[src/scvt_div.sv]
// ----------------------------------------------------------------------------
// scvt_div
// Restoring divider, one quotient bit per cycle, 48-bit dividend.
// Computes floor(num / den) for unsigned operands.
// ----------------------------------------------------------------------------
`default_nettype none
module scvt_div (
	input  wire logic        clk,
	input  wire logic        arst_n,
	input  wire logic        start,
	input  wire logic [47:0] num,
	input  wire logic [32:0] den,
	output logic [47:0]      quo,
	output logic             done
);
	logic [47:0] q_q;
	logic [33:0] r_q;
	logic [32:0] d_q;
	logic [5:0]  cnt_q;
	logic        busy_q;
	logic [33:0] r_sh;
	logic [34:0] diff;

	assign r_sh = {r_q[32:0], q_q[47]};
	assign diff = {1'b0, r_sh} - {2'b00, d_q};

	always_ff @(posedge clk or negedge arst_n) begin
		if (!arst_n) begin
			busy_q <= 1'b0;
			done   <= 1'b0;
			cnt_q  <= '0;
		end else begin
			done <= 1'b0;
			if (start) begin
				busy_q <= 1'b1;
				cnt_q  <= '0;
			end else if (busy_q) begin
				cnt_q <= cnt_q + 6'd1;
				if (cnt_q == 6'd47) begin
					busy_q <= 1'b0;
					done   <= 1'b1;
				end
			end
		end
	end

	always_ff @(posedge clk) begin
		if (start) begin
			q_q <= num;
			r_q <= '0;
			d_q <= den;
		end else if (busy_q) begin
			if (!diff[34]) begin
				r_q <= diff[33:0];
				q_q <= {q_q[46:0], 1'b1};
			end else begin
				r_q <= r_sh;
				q_q <= {q_q[46:0], 1'b0};
			end
		end
	end

	assign quo = q_q;
endmodule
`default_nettype wire

[config.mk]
export PLATFORM = sky130hd
export DESIGN_NAME = scvt_div
export DESIGN_NICKNAME = d
export VERILOG_FILES = /design/src/scvt_div.sv
export SDC_FILE = /design/constraint.sdc
export NUM_CORES = 1
export LEC_CHECK = 0
export ABC_AREA = 0
export BUFFER_PORTS_ARGS = -buffer_cell sky130_fd_sc_hd__clkbuf_2
export CORE_MARGIN = 2
export CORE_UTILIZATION = 51
export DETAILED_ROUTE_END_ITERATION = 8
export GPL_ROUTABILITY_DRIVEN = 0
export PLACE_DENSITY = 0.84
export SLEW_MARGIN = 20
export SYNTH_ARGS = -nofsm -noshare
export SYNTH_HDL_FRONTEND = slang
export SYNTH_SLANG_ARGS = --single-unit
[constraint.sdc]
create_clock -name clk -period 2.9 [get_ports clk]
set_input_delay 0.145 -clock clk [delete_from_list [all_inputs] [get_ports clk]]
set_output_delay 0.145 -clock clk [all_outputs]
set_load 0.02 [all_outputs]
==> flow_summary.ini, run 1 <==
[floorplan]
core_sq_um = 13140
die_h_um = 119.6
start_util_pct = 51.90
die_area_sq_um = 14310
dieWidth_um = 119.6
io_pins = 133
fp-row-count = 42

[cts]
clockRootBuffer = clkbuf_16
clock_path_buffers = 2
worstSkewPairLatency_ps = 420
cts.clk_slew.worst_paths_ps = 60
numCtsBuffers = 17
cts_tree = built
htreeDepth = 4
clkSinkCount = 122

[global_routing]
grt_usage_pct = 24.53
grt_max_degree = 118
antenna_found_initial = 0
grt-ovfl-total = 0
grt_pass1_wl_mm = 27.83
grt_pass1_vias = 5740

[critical_path]
endpoint_kind = flip-flop
crit_arrival_ps = 3250
crit_path_frequent_cell = a311oi_2
slowest_stage = edfxtp_1
r2r-start = quo[47]
cp_slowest_stage_delay_ps = 390
cp-start-kind = flip-flop
startpoint = quo[47]
crit_chain = inv_1, ha_2, inv_2, fa_2, a211oi_4, o21ai_2, a311oi_2, or4b_4, a31o_4, and2_4, buf_6, nand2_1, a311oi_2
cp_max_fo = 8
path_class = flip-flop to flip-flop
cp.required_ps = 3220

[synthesis]
synth_edf_count = 81
synth_cell_type_count = 64
ys_seq_area_share_pct = 48.29
yosysWarnings = 0
synth_seq_cells = 122
netlist_area_sq_um = 6819
ys_async_sr_fraction_pct = 6.557
synth_area_per_cell_sq_um = 10.56
ys.flop_type = edfxtp_1
synth.net_count = 765
synthCells = 646

[routing]
dr_total_vias = 5727
wirelength_mm = 17.10
dr_wl_met2_mm = 8.210
top_layer_used = met4
viasPerCell = 5.631
wl_per_cell_um = 16.81
detail_route.iter0.violations = 541
wirelength_met1_mm = 7.271
ant_nets = 0
met3_length_mm = 1.259
dr.pass1.iters = 5
drc_errors = 0

[power]
pwr-share-seq_pct = 29.5
power_frac_clock_pct = 27.4
power_per_cell_area_nw_per_um2 = 925.6
power.internal_mw = 5.278
combinationalPowerShare_pct = 43.1
p_leak_nw = 3.901
p_sw_share_pct = 36.26
power_switching_mw = 3.003
ir_drop_v = 0.0005748

[finish]
antenna_cells = 0
final_common_cell = clkbuf_2
fin_cells = 1017
final_cell_mix = clkbuf_2, edfxtp_1, nand2_1
layout.nets = 947
fillers = 1026
drive_above_1_share_pct = 33.65
areaGrowthSynthToFinish_pct = 31.19

[hold_path]
hp-start = num[33]
hold_class = input pin to flip-flop

[timing]
setup_viol = 8
period_share_pct = 101.0
tightest_slew_ps = 705.1
grt_setup_unrepaired = true
fin_crit_ps = 2930
fmax_ghz = 0.3413
drv_slew = 0
holdWs_ps = 26.99
finalHoldViolCount = 0
relSlewSlack_pct = 52.99
clock_skew_ps = 11.23
worst_slack_ps = -30.01
fin_setup_tns_ps = -86.31

[run_status]
status = finished, violations left
violations = negative setup slack

[placement]
io_buffers = 132
pre_cts_slack_ps = -12.95
dp_cells = 949
dp_hpwl_mm = 11.55

[run]
cap_violations = 0
## final cells by class
class,count,area (sq um),area share (%)
Clock inverter,14,195.2,2.182
Timing Repair Buffer,195,1274,14.24
Clock buffer,18,439.2,4.909
Inverter,44,165.2,1.846
Sequential cell,122,3293,36.81
Multi-Input combinational cell,448,3359,37.55
Tap cell,176,220.2,2.462
## power by group through the flow
stage / combinational [mW] / sequential [mW] / clock, mW
6_report: 3.57 / 2.44 / 2.27
5_1_grt: 3.90 / 2.48 / 2.37
3_3_place_gp: 3.13 / 2.45 / 0
4_1_cts: 3.26 / 2.42 / 2.29
2_1_floorplan: 2.24 / 2.49 / 0
3_5_place_dp: 3.19 / 2.45 / 0
## critical path: cells and delay by family (launching register included)
family,cells,cell delay (ps)
compound gates,5,1130
fa+ha+maj,2,570
simple gates,3,470
flops,1,390
buf+inv,3,290
## synthesized netlist by cell type (all sizes together) (5+ instances only)
cell type	number	share of area, %
a211oi	9	0.99
a21o	12	1.3
a21oi	32	2.3
a311oi	21	3.0
a31oi	6	0.55
and2	5	0.46
and3	8	0.73
buf	12	1.3
clkbuf	20	1.1
dfrtp	8	2.9
dfxtp	33	9.7
edfxtp	81	36
ha	34	6.2
inv	43	2.4
mux2	49	8.1
nand2	74	4.3
nand3	9	0.66
nand4	7	0.64
nor2	52	2.9
nor3	5	0.37
o211ai	7	0.84
o21a	5	0.55
o21ai	26	2.0
o21bai	5	0.55
o22ai	6	0.55
xnor2	18	2.3
xor2	13	1.7
## stage by stage
stage	total power, mW	utilization, %	cell area, sq um
floorplan	4.739	-	6833
finish	8.281	68.10	8946
detailed placement	5.633	59.30	7790
CTS	7.970	66.71	8765
global route	8.744	68.10	8946
global placement	5.579	59.30	7790
## per-layer routing
metal | GRT usage [%] | vias to the layer above
li1 | - | 2745
met5 | 0 | -
met1 | 31.68 | 2694
met4 | 7.500 | 0
met3 | 7.272 | 36
met2 | 39.93 | 252
## registers in the layout, indices dropped and copies added (netlist names)
signal  count
d_q        33
cnt_q       6
quo        48
r_q        33
busy_q      1
done        1
## what timing repair did
item                                   4_1_cts  5_1_grt
buffers inserted                             0        2
cloned                                       0        0
setup endpoints to repair                    4       34
resized for setup                            0       35
endpoints found under the hold margin       41        0
pin swaps                                    1        8
hold buffers                                34        0
## worst paths after layout
path	end	slack (ps)	cells past startpoint
min reg2reg	r_q[4]	500	2
max in group asynchronous	done	2610	2
max reg2reg	r_q[26]	-30	13
min	quo[33]	30	2
min in group asynchronous	cnt_q[4]	110	2
max	r_q[26]	-30	13
## logic make-up after synthesis
group	synth area share (%)
simple gates	11.47
compound gates	16.29
flops	48.29
mux	8.532
buf+inv	4.899
xor+xnor	3.982
fa+ha+maj	6.532
No activity file was read; power rests on OpenSTA's default activity.
==> run 2: changes to the inputs <==
--- a/config.mk
+++ b/config.mk
@@ -8,10 +8,10 @@
 export ABC_AREA = 0
 export BUFFER_PORTS_ARGS = -buffer_cell sky130_fd_sc_hd__clkbuf_2
 export CORE_MARGIN = 2
-export CORE_UTILIZATION = 51
+export CORE_UTILIZATION = 45
 export DETAILED_ROUTE_END_ITERATION = 8
 export GPL_ROUTABILITY_DRIVEN = 0
-export PLACE_DENSITY = 0.84
+export PLACE_DENSITY = 0.76
 export SLEW_MARGIN = 20
 export SYNTH_ARGS = -nofsm -noshare
 export SYNTH_HDL_FRONTEND = slang
==> flow_summary.ini, run 2 (synthesis gave the netlist of run 1 again) <==
[placement]
dp_hpwl_mm = 11.85
placed_area_sq_um = 7844
io_buffers = 132

[cts]
numCtsBuffers = 17
cts.clk_slew.worst_paths_ps = 60
cts_tree = built
clockRootBuffer = clkbuf_16
clkSinkCount = 122
clock_path_buffers = 2
worstSkewPairLatency_ps = 430
htreeDepth = 4

[global_routing]
grt_pass1_wl_mm = 27.08
antenna_found_initial = 0
grt_max_degree = 70
grt-ovfl-total = 0
grt_pass1_vias = 5529
grt_usage_pct = 21.45

[critical_path]
crit_chain = inv_1, ha_2, inv_2, fa_2, a211oi_4, o21ai_2, a311oi_2, or4b_4, a31o_4, and2_4, buf_12, a31oi_2, o22ai_1
cp-start-kind = flip-flop
cp_max_fo = 10
slowest_stage = or4b_4
cp.required_ps = 3160
cp_slowest_stage_delay_ps = 560
endpoint_kind = flip-flop
path_class = flip-flop to flip-flop
reg2reg_depth = 13
crit_arrival_ps = 3120

[floorplan]
die_h_um = 127.1
start_util_pct = 46.57
io_pins = 133
dieWidth_um = 127.1
die_area_sq_um = 16150
fp-row-count = 44
core_sq_um = 14640

[timing]
relSlewSlack_pct = 43.23
holdWs_ps = 18.27
period_share_pct = 98.86
fin_crit_ps = 2867
clock_skew_ps = 12.11
tightest_slew_ps = 851.6
grt_setup_unrepaired = true
finalHoldViolCount = 0
fin_setup_tns_ps = 0
setup_viol = 0
drv_slew = 0
fmax_ghz = 0.3488

[finish]
layout.nets = 960
areaGrowthSynthToFinish_pct = 31.10
largest_register_ffs = 48
antenna_cells = 0
final_cell_mix = clkbuf_2, edfxtp_1, nand2_1
drive_above_1_share_pct = 32.90
stdcell_area_sq_um = 8940
final_common_cell = clkbuf_2

[routing]
wirelength_mm = 17.13
ant_nets = 0
detail_route.iter0.violations = 386
viasPerCell = 5.483
drc_errors = 0
dr.pass1.iters = 5
wl_per_cell_um = 16.51
dr_total_vias = 5691

[power]
p_leak_nw = 3.925
power_per_cell_area_nw_per_um2 = 897.6
ir_drop_v = 0.0005610

[run]
cap_violations = 0

[hold_path]
hold_path_depth = 2
hold_class = input pin to flip-flop

[run_status]
status = complete, no violations
run 2: cell count changes in the layout (fill, tap and decap cells not counted), moves of 2 or more:
cell and change:
clkbuf_16 +2, clkbuf_1 +3, a2111oi_1 -2, nand2_1 +2, a2bb2oi_2 -2, nand2_2 -2, a311oi_1 +3, nor2_2 -2
bufinv_16 -3, buf_4 +10, dlygate4sd3_1 +2, nor2_1 +2, a2bb2oi_1 +2, a311oi_2 -3
run 2: timing repair:
| action | CTS | global route |
|---|---|---|
| pin swaps | 1 | 11 |
| endpoints found under the hold margin | 41 | 2 |
| cloned | 0 | 2 |
| setup buffers | 0 | 7 |
| hold buffers | 34 | 2 |
| gates resized for setup | 1 | 20 |
| setup endpoints to repair | 15 | 31 |
run 2: metal layers:
| metal | routed length, um | GRT usage [%] | vias up |
|---|---|---|---|
| met3 | 1491 | 8.585 | 19 |
| li1 | - | - | 2779 |
| met4 | 175 | 6.141 | 0 |
| met1 | 7412 | 26.84 | 2650 |
| met2 | 8053 | 34.54 | 243 |
| met5 | 0 | 0 | - |
run 2: critical path: cells and delay by family (launching register included):
kind / cells / cell delay [ps]
AO/OA/AOI/OAI: 6 / 920
AND/OR/NAND/NOR: 2 / 760
adder cells (fa/ha/maj): 2 / 410
flip-flops: 1 / 350
buffers and inverters: 3 / 250
run 2: final timing paths:
| path | from | endpoint | slack, ps |
|---|---|---|---|
| setup reg to reg | quo[47] | r_q[21] | 30 |
| max in group asynchronous | arst_n | busy_q | 2600 |
| hold / removal | num[25] | quo[25] | 20 |
| setup / recovery | quo[47] | r_q[21] | 30 |
| hold reg to reg | r_q[15] | r_q[16] | 500 |
| min in group asynchronous | arst_n | cnt_q[1] | 100 |
run 2: metrics by stage:
stage          setup slack (ps)  util, %  total power [mW]  std cells
6_report                  32.97    61.05             8.025       1038
5_1_grt                  -59.10    61.05             8.490       1038
4_1_cts                   17.01    59.57             7.726       1027
3_5_place_dp              1.432    53.56             5.694        961
3_3_place_gp              86.19    53.56             5.652        961
2_1_floorplan            -48.06        -             4.739        646
run 2: cell type report:
cell class,instances,area (sq um)
clock buffer,20,436.7
clock inverter,12,101.3
fill,1219,5704
inverter,44,165.2
multi-input combinational,448,3299
sequential,122,3294
tap,184,230.2
timing repair buffer,208,1413
run 2: power breakdown:
| group | internal, mW | switching [mW] | total (mW) | leakage (nW) |
|---|---|---|---|---|
| registers | 2.20 | 0.237 | 2.43 | 1.21 |
| clock network | 1.17 | 0.782 | 1.95 | 0.255 |
| logic | 1.68 | 1.96 | 3.64 | 2.46 |
| total | 5.05 | 2.98 | 8.02 | 3.92 |
