==> src/scvt_sqrt.sv <==
// ----------------------------------------------------------------------------
// scvt_sqrt
// Bit-serial integer square root, one result bit per cycle.
// ----------------------------------------------------------------------------
`default_nettype none
module scvt_sqrt (
	input  wire logic        clk,
	input  wire logic        arst_n,
	input  wire logic        start,
	input  wire logic [63:0] radicand,
	output logic [31:0]      root,
	output logic             done
);
	logic [63:0] rem_q;
	logic [31:0] root_q;
	logic [63:0] v_q;
	logic [5:0]  cnt_q;
	logic        busy_q;
	logic [65:0] trial;
	logic [65:0] rem_sh;

	// shift in two radicand bits, try subtract 4r+1
	assign rem_sh = {rem_q, v_q[63:62]};
	assign trial  = rem_sh - {32'd0, root_q, 2'b01};

	always_ff @(posedge clk or negedge arst_n) begin
		if (!arst_n) begin
			busy_q <= 1'b0;
			done   <= 1'b0;
			cnt_q  <= '0;
		end else begin
			done <= 1'b0;
			if (start) begin
				busy_q <= 1'b1;
				cnt_q  <= '0;
			end else if (busy_q) begin
				cnt_q <= cnt_q + 6'd1;
				if (cnt_q == 6'd31) begin
					busy_q <= 1'b0;
					done   <= 1'b1;
				end
			end
		end
	end

	always_ff @(posedge clk) begin
		if (start) begin
			rem_q  <= '0;
			root_q <= '0;
			v_q    <= radicand;
		end else if (busy_q) begin
			v_q <= {v_q[61:0], 2'b00};
			if (!trial[65]) begin
				rem_q  <= trial[63:0];
				root_q <= {root_q[30:0], 1'b1};
			end else begin
				rem_q  <= rem_sh[63:0];
				root_q <= {root_q[30:0], 1'b0};
			end
		end
	end

	assign root = root_q;
endmodule
`default_nettype wire

==> config.mk <==
export PLATFORM = sky130hd
export DESIGN_NAME = scvt_sqrt
export DESIGN_NICKNAME = d
export VERILOG_FILES = /design/src/scvt_sqrt.sv
export SDC_FILE = /design/constraint.sdc
export NUM_CORES = 1
export LEC_CHECK = 0
export ABC_AREA = 1
export BUFFER_PORTS_ARGS = -buffer_cell sky130_fd_sc_hd__buf_2
export CORE_ASPECT_RATIO = 0.9
export CORE_MARGIN = 2
export CORE_UTILIZATION = 50
export CTS_CLUSTER_SIZE = 30
export DETAILED_ROUTE_END_ITERATION = 10
export GPL_TIMING_DRIVEN = 1
export HOLD_SLACK_MARGIN = 0.02
export PLACE_DENSITY = 0.77
export SYNTH_ARGS = -nofsm -noshare
export SYNTH_HDL_FRONTEND = slang
export SYNTH_SLANG_ARGS = --single-unit
==> constraint.sdc <==
create_clock -name clk -period 3.7 [get_ports clk]
set_clock_uncertainty 0.2 [all_clocks]
set_input_delay 0.37 -clock clk [delete_from_list [all_inputs] [get_ports clk]]
set_output_delay 0.37 -clock clk [all_outputs]
set_load 0.05 [all_outputs]
==> flow_summary.yaml, run 1 <==
timing:
  fmax_ghz: 0.332
  slew_headroom_pct: 16.7
  drv_slew: 0
  finalHoldViolations: 0
  setup_viol: 0
  worstMarginPinSlew_ns: 1.25
  min_period_over_period_pct: 81.4
  fin_hold_ws_ns: 0.0221
  fin_ws_ns: 0.687
  rsz0062_at_grt: "false"
  layout_min_cycle_time_ns: 3.01
  setup_tns_ns: 0
critical_path:
  required_ns: 3.83
  worstSetupStartpointType: "register"
  cp.arrival_ns: 3.14
  crit_fanout: 39
  timing.rr.start: "root[28]$_SDFFE_PP0P_"
  critPathKind: "reg -> reg"
  reg2reg_slack_ns: 0.69
  r2r-end: "rem_q[0]$_SDFFE_PP0P_"
  endpoint_kind: "register"
  r2r_cells: 17
synthesis:
  syn-num-nets: 1850
  yosysSeqAreaShare_pct: 36.5
  synth_edf_count: 64
  synth_cells: 1749
  postSynthAreaPerCell_sq_um: 6.33
  ys.flop_type: "dfxtp_1"
  ys_types: 38
  synth_seq_cells: 168
  synthArstFlopShare_pct: 4.76
  yosysWarnings: 0
  syn_area_sq_mm: 0.0111
cts:
  htreeDepth: 4
  postCtsSetupBuffers: 0
  postCtsHoldBufs: 57
  cts_root_buf: "clkbuf_16"
  cts_buffer_depth: 2
  clock_latency_ns: 0.46
  tritoncts: "yes"
  path_clk_slew_ns: 0.08
  cts_buffers: 17
  cts_resized: 0
  clock_sinks: 168
routing:
  dr.pass1.iters: 7
  wl_per_cell_microns: 15.5
  drt_iter0_markers: 850
  vias_per_cell: 5.18
  ant_nets: 0
  drc: 0
  vias: 11300
  drt-total-wl_mm: 33.8
hold_path:
  hold_path_end: "v_q[63]$_DFFE_PP_"
  hold_depth: 3
  min_from: "radicand[63]"
  hp-class: "in -> reg"
placement:
  hpwl_mm: 23.5
  routabilityCongestion: 0.982
  port_buffers: 99
  place_ws_ns: 0.795
floorplan:
  die_h_microns: 145
  io_pins: 100
  start_util_pct: 51.0
  fp-row-count: 51
  dieWidth_microns: 161
  core_area_sq_mm: 0.0217
  die-area_sq_mm: 0.0233
final_layout:
  final_util_pct: 59.6
  nets: 1981
  layout_commonest_cell: "nand2_1"
  insertedDiodeCount: 0
  fillCellCount: 2059
  final_cell_mix: "834 x nand2_1, 209 x inv_1, 127 x nand3_1, 108 x nor2_1, 99 x buf_2"
  layout-drive-gt1-share_pct: 9.67
  syn_to_final_growth_pct: 16.9
global_routing:
  grt_pass1_vias: 10800
  grt_pass1_wl_mm: 55.0
  grt_max_degree: 68
  globalRoute.totalOverflow: 0
  antenna_found_initial: 0
  gr-usage-all-layers_pct: 29.4
pwr:
  p_switching_mw: 6.28
  powerDensity_mw_per_mm2: 912
  p_int_mw: 5.52
  ir_worst_vdd_uv: 482
  pwr-share-seq_pct: 22.8
  p_sw_share_pct: 53.2
  power.leakage_nw: 6.84
  p_comb_share_pct: 61.3
  clkPwrFrac_pct: 15.9
run:
  max_cap_violations: 0
outcome:
  status: "finished clean"
[per-layer routing]
layer	track usage, %	routed length (microns)
met1	41.9	15600
met2	45.2	14700
met3	5.37	2790
met4	9.69	675
met5	0	0
[cell families after synthesis]
| group | synth area share, % |
|---|---|
| AND/OR/NAND/NOR | 42.8 |
| buffers and inverters | 9.78 |
| flip-flops | 36.5 |
| AO/OA/AOI/OAI | 4.53 |
| adder cells (fa/ha/maj) | 3.84 |
| XOR/XNOR | 2.53 |
[sequential cells by signal, indices dropped and copies added, names as in the netlist]
| signal | count |
|---|---|
| rem_q | 64 |
| done | 1 |
| v_q | 64 |
| root | 32 |
| cnt_q | 6 |
| busy_q | 1 |
[synth_stat cells, types with 2 or more instances]
cell type / count / area share [%]
ha_1: 34 / 3.8
dfrtp_1: 8 / 1.8
inv_1: 209 / 7.1
edfxtp_1: 64 / 17
nand3_2: 3 / 0.27
nand2_2: 16 / 0.90
o21ai_1: 2 / 0.090
buf_4: 4 / 0.27
clkinv_1: 2 / 0.068
nand4_1: 8 / 0.45
nand3_1: 127 / 5.7
a21oi_1: 38 / 1.7
nor4_1: 6 / 0.34
o21bai_1: 2 / 0.14
xor2_1: 31 / 2.5
nor2_1: 110 / 3.7
clkbuf_1: 30 / 1.0
dfxtp_1: 96 / 17
o21ai_0: 14 / 0.63
o22ai_1: 32 / 1.8
nand2_4: 4 / 0.41
nand2_1: 834 / 28
nand3b_1: 14 / 0.95
and2_1: 4 / 0.23
buf_1: 4 / 0.14
nor3_1: 17 / 0.77
buf_2: 14 / 0.63
nor2_2: 7 / 0.40
inv_2: 6 / 0.20
[stage by stage]
step | power, mW | cell area (sq um) | cells
3_5_place_dp | 9.74 | 11800 | 2095
2_1_floorplan | 8.04 | 11100 | 1749
4_1_cts | 11.7 | 12900 | 2184
6_report | 11.8 | 12900 | 2184
5_1_grt | 12.9 | 12900 | 2184
3_3_place_gp | 9.69 | 11800 | 2095
[worst max-delay path by stage]
| stage | start | endpoint | slack (ns) | cells past startpoint |
|---|---|---|---|---|
| 2_1_floorplan | busy_q$_DFF_PN0_ | v_q[0]$_SDFFCE_PN0P_ | 0.30 | 4 |
| 5_1_grt | root[26]$_SDFFE_PP0P_ | rem_q[53]$_SDFFE_PP0P_ | 0.51 | 18 |
| 4_1_cts | root[27]$_SDFFE_PP0P_ | rem_q[23]$_SDFFE_PP0P_ | 0.78 | 18 |
| 6_report | root[28]$_SDFFE_PP0P_ | rem_q[0]$_SDFFE_PP0P_ | 0.69 | 17 |
| 3_3_place_gp | root[27]$_SDFFE_PP0P_ | rem_q[23]$_SDFFE_PP0P_ | 0.84 | 18 |
| 3_5_place_dp | root[18]$_SDFFE_PP0P_ | rem_q[0]$_SDFFE_PP0P_ | 0.80 | 17 |
[critical path: stages (launching register included)]
cell and delay (ns):
dfxtp_1 0.35, inv_1 0.09, ha_1 0.36, nand2_1 0.11, nor2_1 0.21, inv_2 0.10, nor2_1 0.19, nand2_1 0.09
nand2_1 0.10, inv_2 0.04, nand2_2 0.09, nand2_4 0.07, nand2_4 0.07, nand2_2 0.07, nand2_4 0.40, nand2_1 0.13
nand3_1 0.12, o21ai_1 0.07
[power groups by stage]
stage                     clock (mW)  sequential, mW  combinational (mW)
after floorplan                    0            2.62                5.42
after global placement             0            2.71                6.98
after detailed placement           0            2.71                7.03
after CTS                       1.89            2.68                7.13
after global routing            1.96            2.73                8.18
final                           1.87            2.69                7.23
[final cells by class]
cell class                      count  area (sq um)  area share [%]
Tap cell                          291           364            2.81
Clock buffer                       17           425            3.29
Timing Repair Buffer              167          1150            8.88
Inverter                          217           816            6.30
Multi-Input combinational cell   1309          5960            46.0
Sequential cell                   168          4040            31.3
Clock inverter                     15           186            1.44
(Power assumes the default switching activity.)
==> run 2: changes to the inputs <==
Settings changed: PLACE_DENSITY 0.77 to 0.74.
Clock period 3.7 ns to 3.08 ns, I/O delays scaled along.
==> run 2 against run 1 <==
Effect of this change:
- first-iteration DRC count up 23%
- worst hold slack better by 0.24 ns
- setup slack worse by 0.53 ns
- combinational power up 23%
- utilization up 1.0 points
- via count about the same
- final cell count up 1.0%
- flip-flop and latch count unchanged
- critical endpoint is now rem_q[31]$_SDFFE_PP0P_
- largest power group unchanged
==> flow_summary.yaml, run 2 (synthesized netlist as in run 1, its figures left out) <==
cts:
  postCtsSetupBuffers: 0
  clock_latency_ns: 0.44
  cts_buffer_depth: 2
  clock_sinks: 168
  path_clk_slew_ns: 0.07
  cts_buffers: 17
  htreeDepth: 4
  cts_root_buf: "clkbuf_16"
  tritoncts: "yes"
routing:
  vias: 11300
  drt-total-wl_mm: 33.0
  drc: 0
  vias_per_cell: 5.13
  wl_per_cell_microns: 15.0
  drt_iter0_markers: 1044
  dr.pass1.iters: 6
  ant_nets: 0
critical_path:
  crit_fanout: 37
  worstSetupStartpointType: "register"
  max_stage_delay_ns: 0.37
  slowest_stage: "ha_1"
  required_ns: 3.21
  endpoint_kind: "register"
  cp_cell_sequence: "inv_1 > ha_1 > nand2_2 > inv_1 > nand2_1 > nand2_1 > inv_2 > nand3_2 > nand2_1 > nand2_2 > nand2_2 > nand2_2 > nand2_4 > nand2_4 > nand2_2 > nand2_4 > or2_0 > nand2_1 > nand2_1"
  cp.arrival_ns: 3.05
  crit_family: "simple AND/OR/NAND/NOR gates"
  r2r_cells: 19
  path_buf_inv: 3
  cp_num_cells: 19
  critPathKind: "reg -> reg"
pwr:
  p_switching_mw: 7.48
  p_comb_share_pct: 62.3
  power_mw: 14.2
  power.leakage_nw: 6.95
  pwr-share-seq_pct: 22.6
  clkPwrFrac_pct: 15.1
  p_int_mw: 6.76
  powerDensity_mw_per_mm2: 1080
  ir_worst_vdd_uv: 761
  p_sw_share_pct: 52.5
hold_path:
  hold_depth: 2
  hp-class: "reg -> reg"
final_layout:
  syn_to_final_growth_pct: 18.9
  final_cell_mix: "833 x nand2_1, 209 x inv_1, 127 x nand3_1, 108 x nor2_1, 99 x buf_2"
  layout-drive-gt1-share_pct: 10.1
  nets: 2002
  final_util_pct: 60.6
  fin_cells: 2206
  layout_commonest_cell: "nand2_1"
  design_area_sq_mm: 0.0132
run:
  max_cap_violations: 0
timing:
  worstMarginPinSlew_ns: 0.783
  setup_viol: 0
  slew_headroom_pct: 47.8
  rsz0062_at_grt: "true"
  fmax_ghz: 0.342
  drv_slew: 0
  min_period_over_period_pct: 94.8
  layout_min_cycle_time_ns: 2.92
  finalHoldViolations: 0
  fin_hold_ws_ns: 0.264
placement:
  hpwl_mm: 23.3
  port_buffers: 99
  routabilityCongestion: 0.996
  placed_cells: 2105
  place_area_sq_mm: 0.0119
floorplan:
  io_pins: 100
  core_area_sq_mm: 0.0217
  die_h_microns: 145
  die-area_sq_mm: 0.0233
  dieWidth_microns: 161
  start_util_pct: 51.0
  fp-row-count: 51
global_routing:
  gr-usage-all-layers_pct: 28.6
  grt_pass1_wl_mm: 53.7
  grt_max_degree: 66
  globalRoute.totalOverflow: 0
  antenna_found_initial: 2
  grt_pass1_vias: 10500
outcome:
  status: "finished clean"
==> run 2: cell types whose count changed in the layout (fill, tap and decap cells not counted), moves of 2 or more <==
cell           previous run  this run
buf_12                    0         2
buf_4                    11        18
clkinv_4                  0         5
clkinv_8                  5         3
clkinvlp_4                2         0
dlygate4sd3_1            57        68
==> run 2: final timing paths <==
check | from | endpoint | slack (ns)
worst min register to register | rem_q[62]$_SDFFE_PP0P_ | rem_q[62]$_SDFFE_PP0P_ | 0.26
worst max-delay path | root[5]$_SDFFE_PP0P_ | rem_q[31]$_SDFFE_PP0P_ | 0.16
min in group asynchronous | arst_n | busy_q$_DFF_PN0_ | 0.55
max in group asynchronous | arst_n | cnt_q[1]$_DFFE_PN0P_ | 1.36
worst min-delay path | rem_q[62]$_SDFFE_PP0P_ | rem_q[62]$_SDFFE_PP0P_ | 0.26
worst max register to register | root[5]$_SDFFE_PP0P_ | rem_q[31]$_SDFFE_PP0P_ | 0.16
==> run 2: final cells by class <==
type                       count  area (sq um)
antenna                        1          2.50
clock buffer                  18           429
clock inverter                14           158
fill                        2081          8540
inverter                     217           816
multi-input combinational   1309          5970
sequential                   168          4040
tap                          291           364
timing repair buffer         188          1380
==> run 2: routing by layer <==
layer	wire [microns]	vias up	GRT usage [%]
met5	8	-	0
met4	697	2	8.75
met3	2710	52	5.95
met2	14300	428	43.9
met1	15300	5090	40.5
li1	-	5744	-
==> run 2: what timing repair did <==
action	CTS	global route
endpoints found under the hold margin	74	0
setup endpoints to repair	0	19
resized for setup	0	3
hold buffers	68	0
==> run 2: power groups by stage <==
stage,Combinational [mW],Clock [mW],Sequential [mW]
after floorplan,6.51,0,3.15
after global placement,8.53,0,3.23
after detailed placement,8.59,0,3.24
after CTS,8.71,2.18,3.20
after global routing,9.98,2.27,3.26
final,8.87,2.16,3.21
==> run 2: worst min-delay path: stages, from the launching register on <==
cell	delay (ns)
dfxtp_1	0.32
nand2_1	0.06
nand2_1	0.04
==> run 2: per-stage QoR <==
step / setup TNS (ns) / setup slack, ns
3_3_place_gp: 0 / 0.205
6_report: 0 / 0.160
4_1_cts: 0 / 0.193
3_5_place_dp: 0 / 0.223
5_1_grt: -0.0331 / -0.0159
2_1_floorplan: 0 / 0.256
==> run 3: changes to the inputs <==
Settings changed: PLACE_DENSITY 0.74 to unset, PLACE_DENSITY_LB_ADDON set to 0.25.
==> run 3 against run 2 <==
Effect of this change:
- final cell count is 0.18% lower
- via count is 0.57% lower
- utilization shrank 0.14 points
- fmax increased by 2.5%
- global-route usage decreased by 0.21 points
- largest cell class unchanged
- register-to-register slack improved by 0.07 ns
- flip-flop and latch count did not move
- clock power is essentially flat
- worst hold slack worse by 0.048 ns
==> flow_summary.yaml, run 3 (synthesized netlist as in run 1, its figures left out) <==
outcome:
  status: "finished clean"
pwr:
  p_switching_mw: 7.39
  p_comb_share_pct: 62.2
  p_sw_share_pct: 52.3
  power.leakage_nw: 6.93
  p_int_mw: 6.74
  powerDensity_mw_per_mm2: 1080
  pwr-share-seq_pct: 22.7
  clkPwrFrac_pct: 15.1
  ir_worst_vdd_uv: 442
timing:
  setup_viol: 0
  drv_slew: 0
  rsz0062_at_grt: "false"
  fmax_ghz: 0.351
  fin_ws_ns: 0.231
  layout_min_cycle_time_ns: 2.85
  min_period_over_period_pct: 92.5
  fin_hold_ws_ns: 0.216
  worstMarginPinSlew_ns: 0.763
  setup_tns_ns: 0
  slew_headroom_pct: 49.2
  finalHoldViolations: 0
routing:
  wl_per_cell_microns: 14.7
  vias_per_cell: 5.11
  drc: 0
  drt-total-wl_mm: 32.4
  drt_iter0_markers: 998
  vias: 11300
  dr.pass1.iters: 6
  ant_nets: 0
critical_path:
  crit_fanout: 37
  endpoint_kind: "register"
  cpMostUsedCell: "nand2_1"
  cp_cell_sequence: "inv_1 > ha_1 > nand2_1 > inv_1 > a21oi_1 > nand2_1 > nand2_1 > nand2_1 > inv_2 > nand2_2 > nand2_4 > nand2_4 > nand2_2 > nand2_8 > or2_0 > nand2_1 > nand2_1"
  worstSetupStartpointType: "register"
  r2r_cells: 17
  timing.rr.start: "root[22]$_SDFFE_PP0P_"
  required_ns: 3.21
  slowest_stage: "ha_1"
  cp.arrival_ns: 2.98
  critPathKind: "reg -> reg"
  reg2reg_slack_ns: 0.23
  r2r-end: "rem_q[31]$_SDFFE_PP0P_"
  max_stage_delay_ns: 0.36
cts:
  htreeDepth: 4
  clock_latency_ns: 0.45
  cts_buffers: 17
  cts_root_buf: "clkbuf_16"
  tritoncts: "yes"
  cts_buffer_depth: 2
  path_clk_slew_ns: 0.08
  clock_sinks: 168
  postCtsSetupBuffers: 0
hold_path:
  min_from: "start"
  hp-class: "in -> reg"
  hold_depth: 2
  hold_path_end: "cnt_q[2]$_DFFE_PN0P_"
floorplan:
  dieWidth_microns: 161
  die-area_sq_mm: 0.0233
  core_area_sq_mm: 0.0217
  io_pins: 100
  start_util_pct: 51.0
  die_h_microns: 145
  fp-row-count: 51
final_layout:
  nets: 1999
  layout_commonest_cell: "nand2_1"
  insertedDiodeCount: 0
  final_util_pct: 60.5
  final_cell_mix: "834 x nand2_1, 209 x inv_1, 127 x nand3_1, 108 x nor2_1, 99 x buf_2"
  layout-drive-gt1-share_pct: 9.94
  syn_to_final_growth_pct: 18.6
  fillCellCount: 2029
global_routing:
  grt_pass1_vias: 10600
  globalRoute.totalOverflow: 0
  gr-usage-all-layers_pct: 28.4
  grt_max_degree: 98
  antenna_found_initial: 0
  grt_pass1_wl_mm: 53.6
placement:
  place_ws_ns: 0.236
  routabilityCongestion: 1.02
  port_buffers: 99
  hpwl_mm: 22.7
run:
  max_cap_violations: 0
run 3: final cells by class:
| class | count | area [sq um] | share of cell area (%) |
|---|---|---|---|
| Clock buffer | 18 | 429 | 3.27 |
| Clock inverter | 14 | 156 | 1.19 |
| Inverter | 217 | 816 | 6.21 |
| Multi-Input combinational cell | 1309 | 5960 | 45.4 |
| Sequential cell | 168 | 4040 | 30.8 |
| Tap cell | 291 | 364 | 2.77 |
| Timing Repair Buffer | 185 | 1350 | 10.3 |
run 3: metal layers:
metal | routed length, microns | GRT usage (%) | vias up | part of all wire [%]
li1 | - | - | 5735 | -
met5 | 0 | 0 | - | 0
met3 | 2550 | 5.46 | 41 | 7.9
met1 | 15000 | 40.0 | 5089 | 46
met4 | 599 | 8.13 | 0 | 1.9
met2 | 14200 | 44.4 | 387 | 44
run 3: worst max-delay path by stage:
| stage | endpoint | start | slack [ns] |
|---|---|---|---|
| floorplan | rem_q[30]$_SDFFE_PP0P_ | root[5]$_SDFFE_PP0P_ | 0.26 |
| global placement | rem_q[31]$_SDFFE_PP0P_ | root[22]$_SDFFE_PP0P_ | 0.25 |
| detailed placement | rem_q[31]$_SDFFE_PP0P_ | root[22]$_SDFFE_PP0P_ | 0.24 |
| CTS | rem_q[31]$_SDFFE_PP0P_ | root[22]$_SDFFE_PP0P_ | 0.20 |
| global route | rem_q[60]$_SDFFE_PP0P_ | root[22]$_SDFFE_PP0P_ | 0.01 |
| finish | rem_q[31]$_SDFFE_PP0P_ | root[22]$_SDFFE_PP0P_ | 0.23 |
run 3: through the flow:
stage / std cells / power [mW] / area, sq um
floorplan: 1749 / 9.66 / 11100
global placement: 2103 / 11.7 / 11900
detailed placement: 2103 / 11.7 / 11900
CTS: 2202 / 14.0 / 13100
global route: 2202 / 15.5 / 13100
finish: 2202 / 14.1 / 13100
run 3: what timing repair did:
item                                   CTS  global route
gates resized for setup                  0             3
endpoints found under the hold margin   72             0
setup endpoints to repair                0            24
hold buffers                            67             0
run 3: power by group through the flow:
stage	combinational [mW]	sequential (mW)	clock [mW]
finish	8.79	3.21	2.14
global route	9.99	3.26	2.26
CTS	8.62	3.19	2.17
detailed placement	8.50	3.24	0
global placement	8.44	3.23	0
floorplan	6.51	3.15	0
run 3: critical path: cells and delay by family, from the launching register on:
| kind | cells | cell delay (ns) |
|---|---|---|
| flip-flops | 1 | 0.35 |
| buffers and inverters | 3 | 0.21 |
| AND/OR/NAND/NOR | 12 | 1.40 |
| adder cells (fa/ha/maj) | 1 | 0.36 |
| AO/OA/AOI/OAI | 1 | 0.20 |
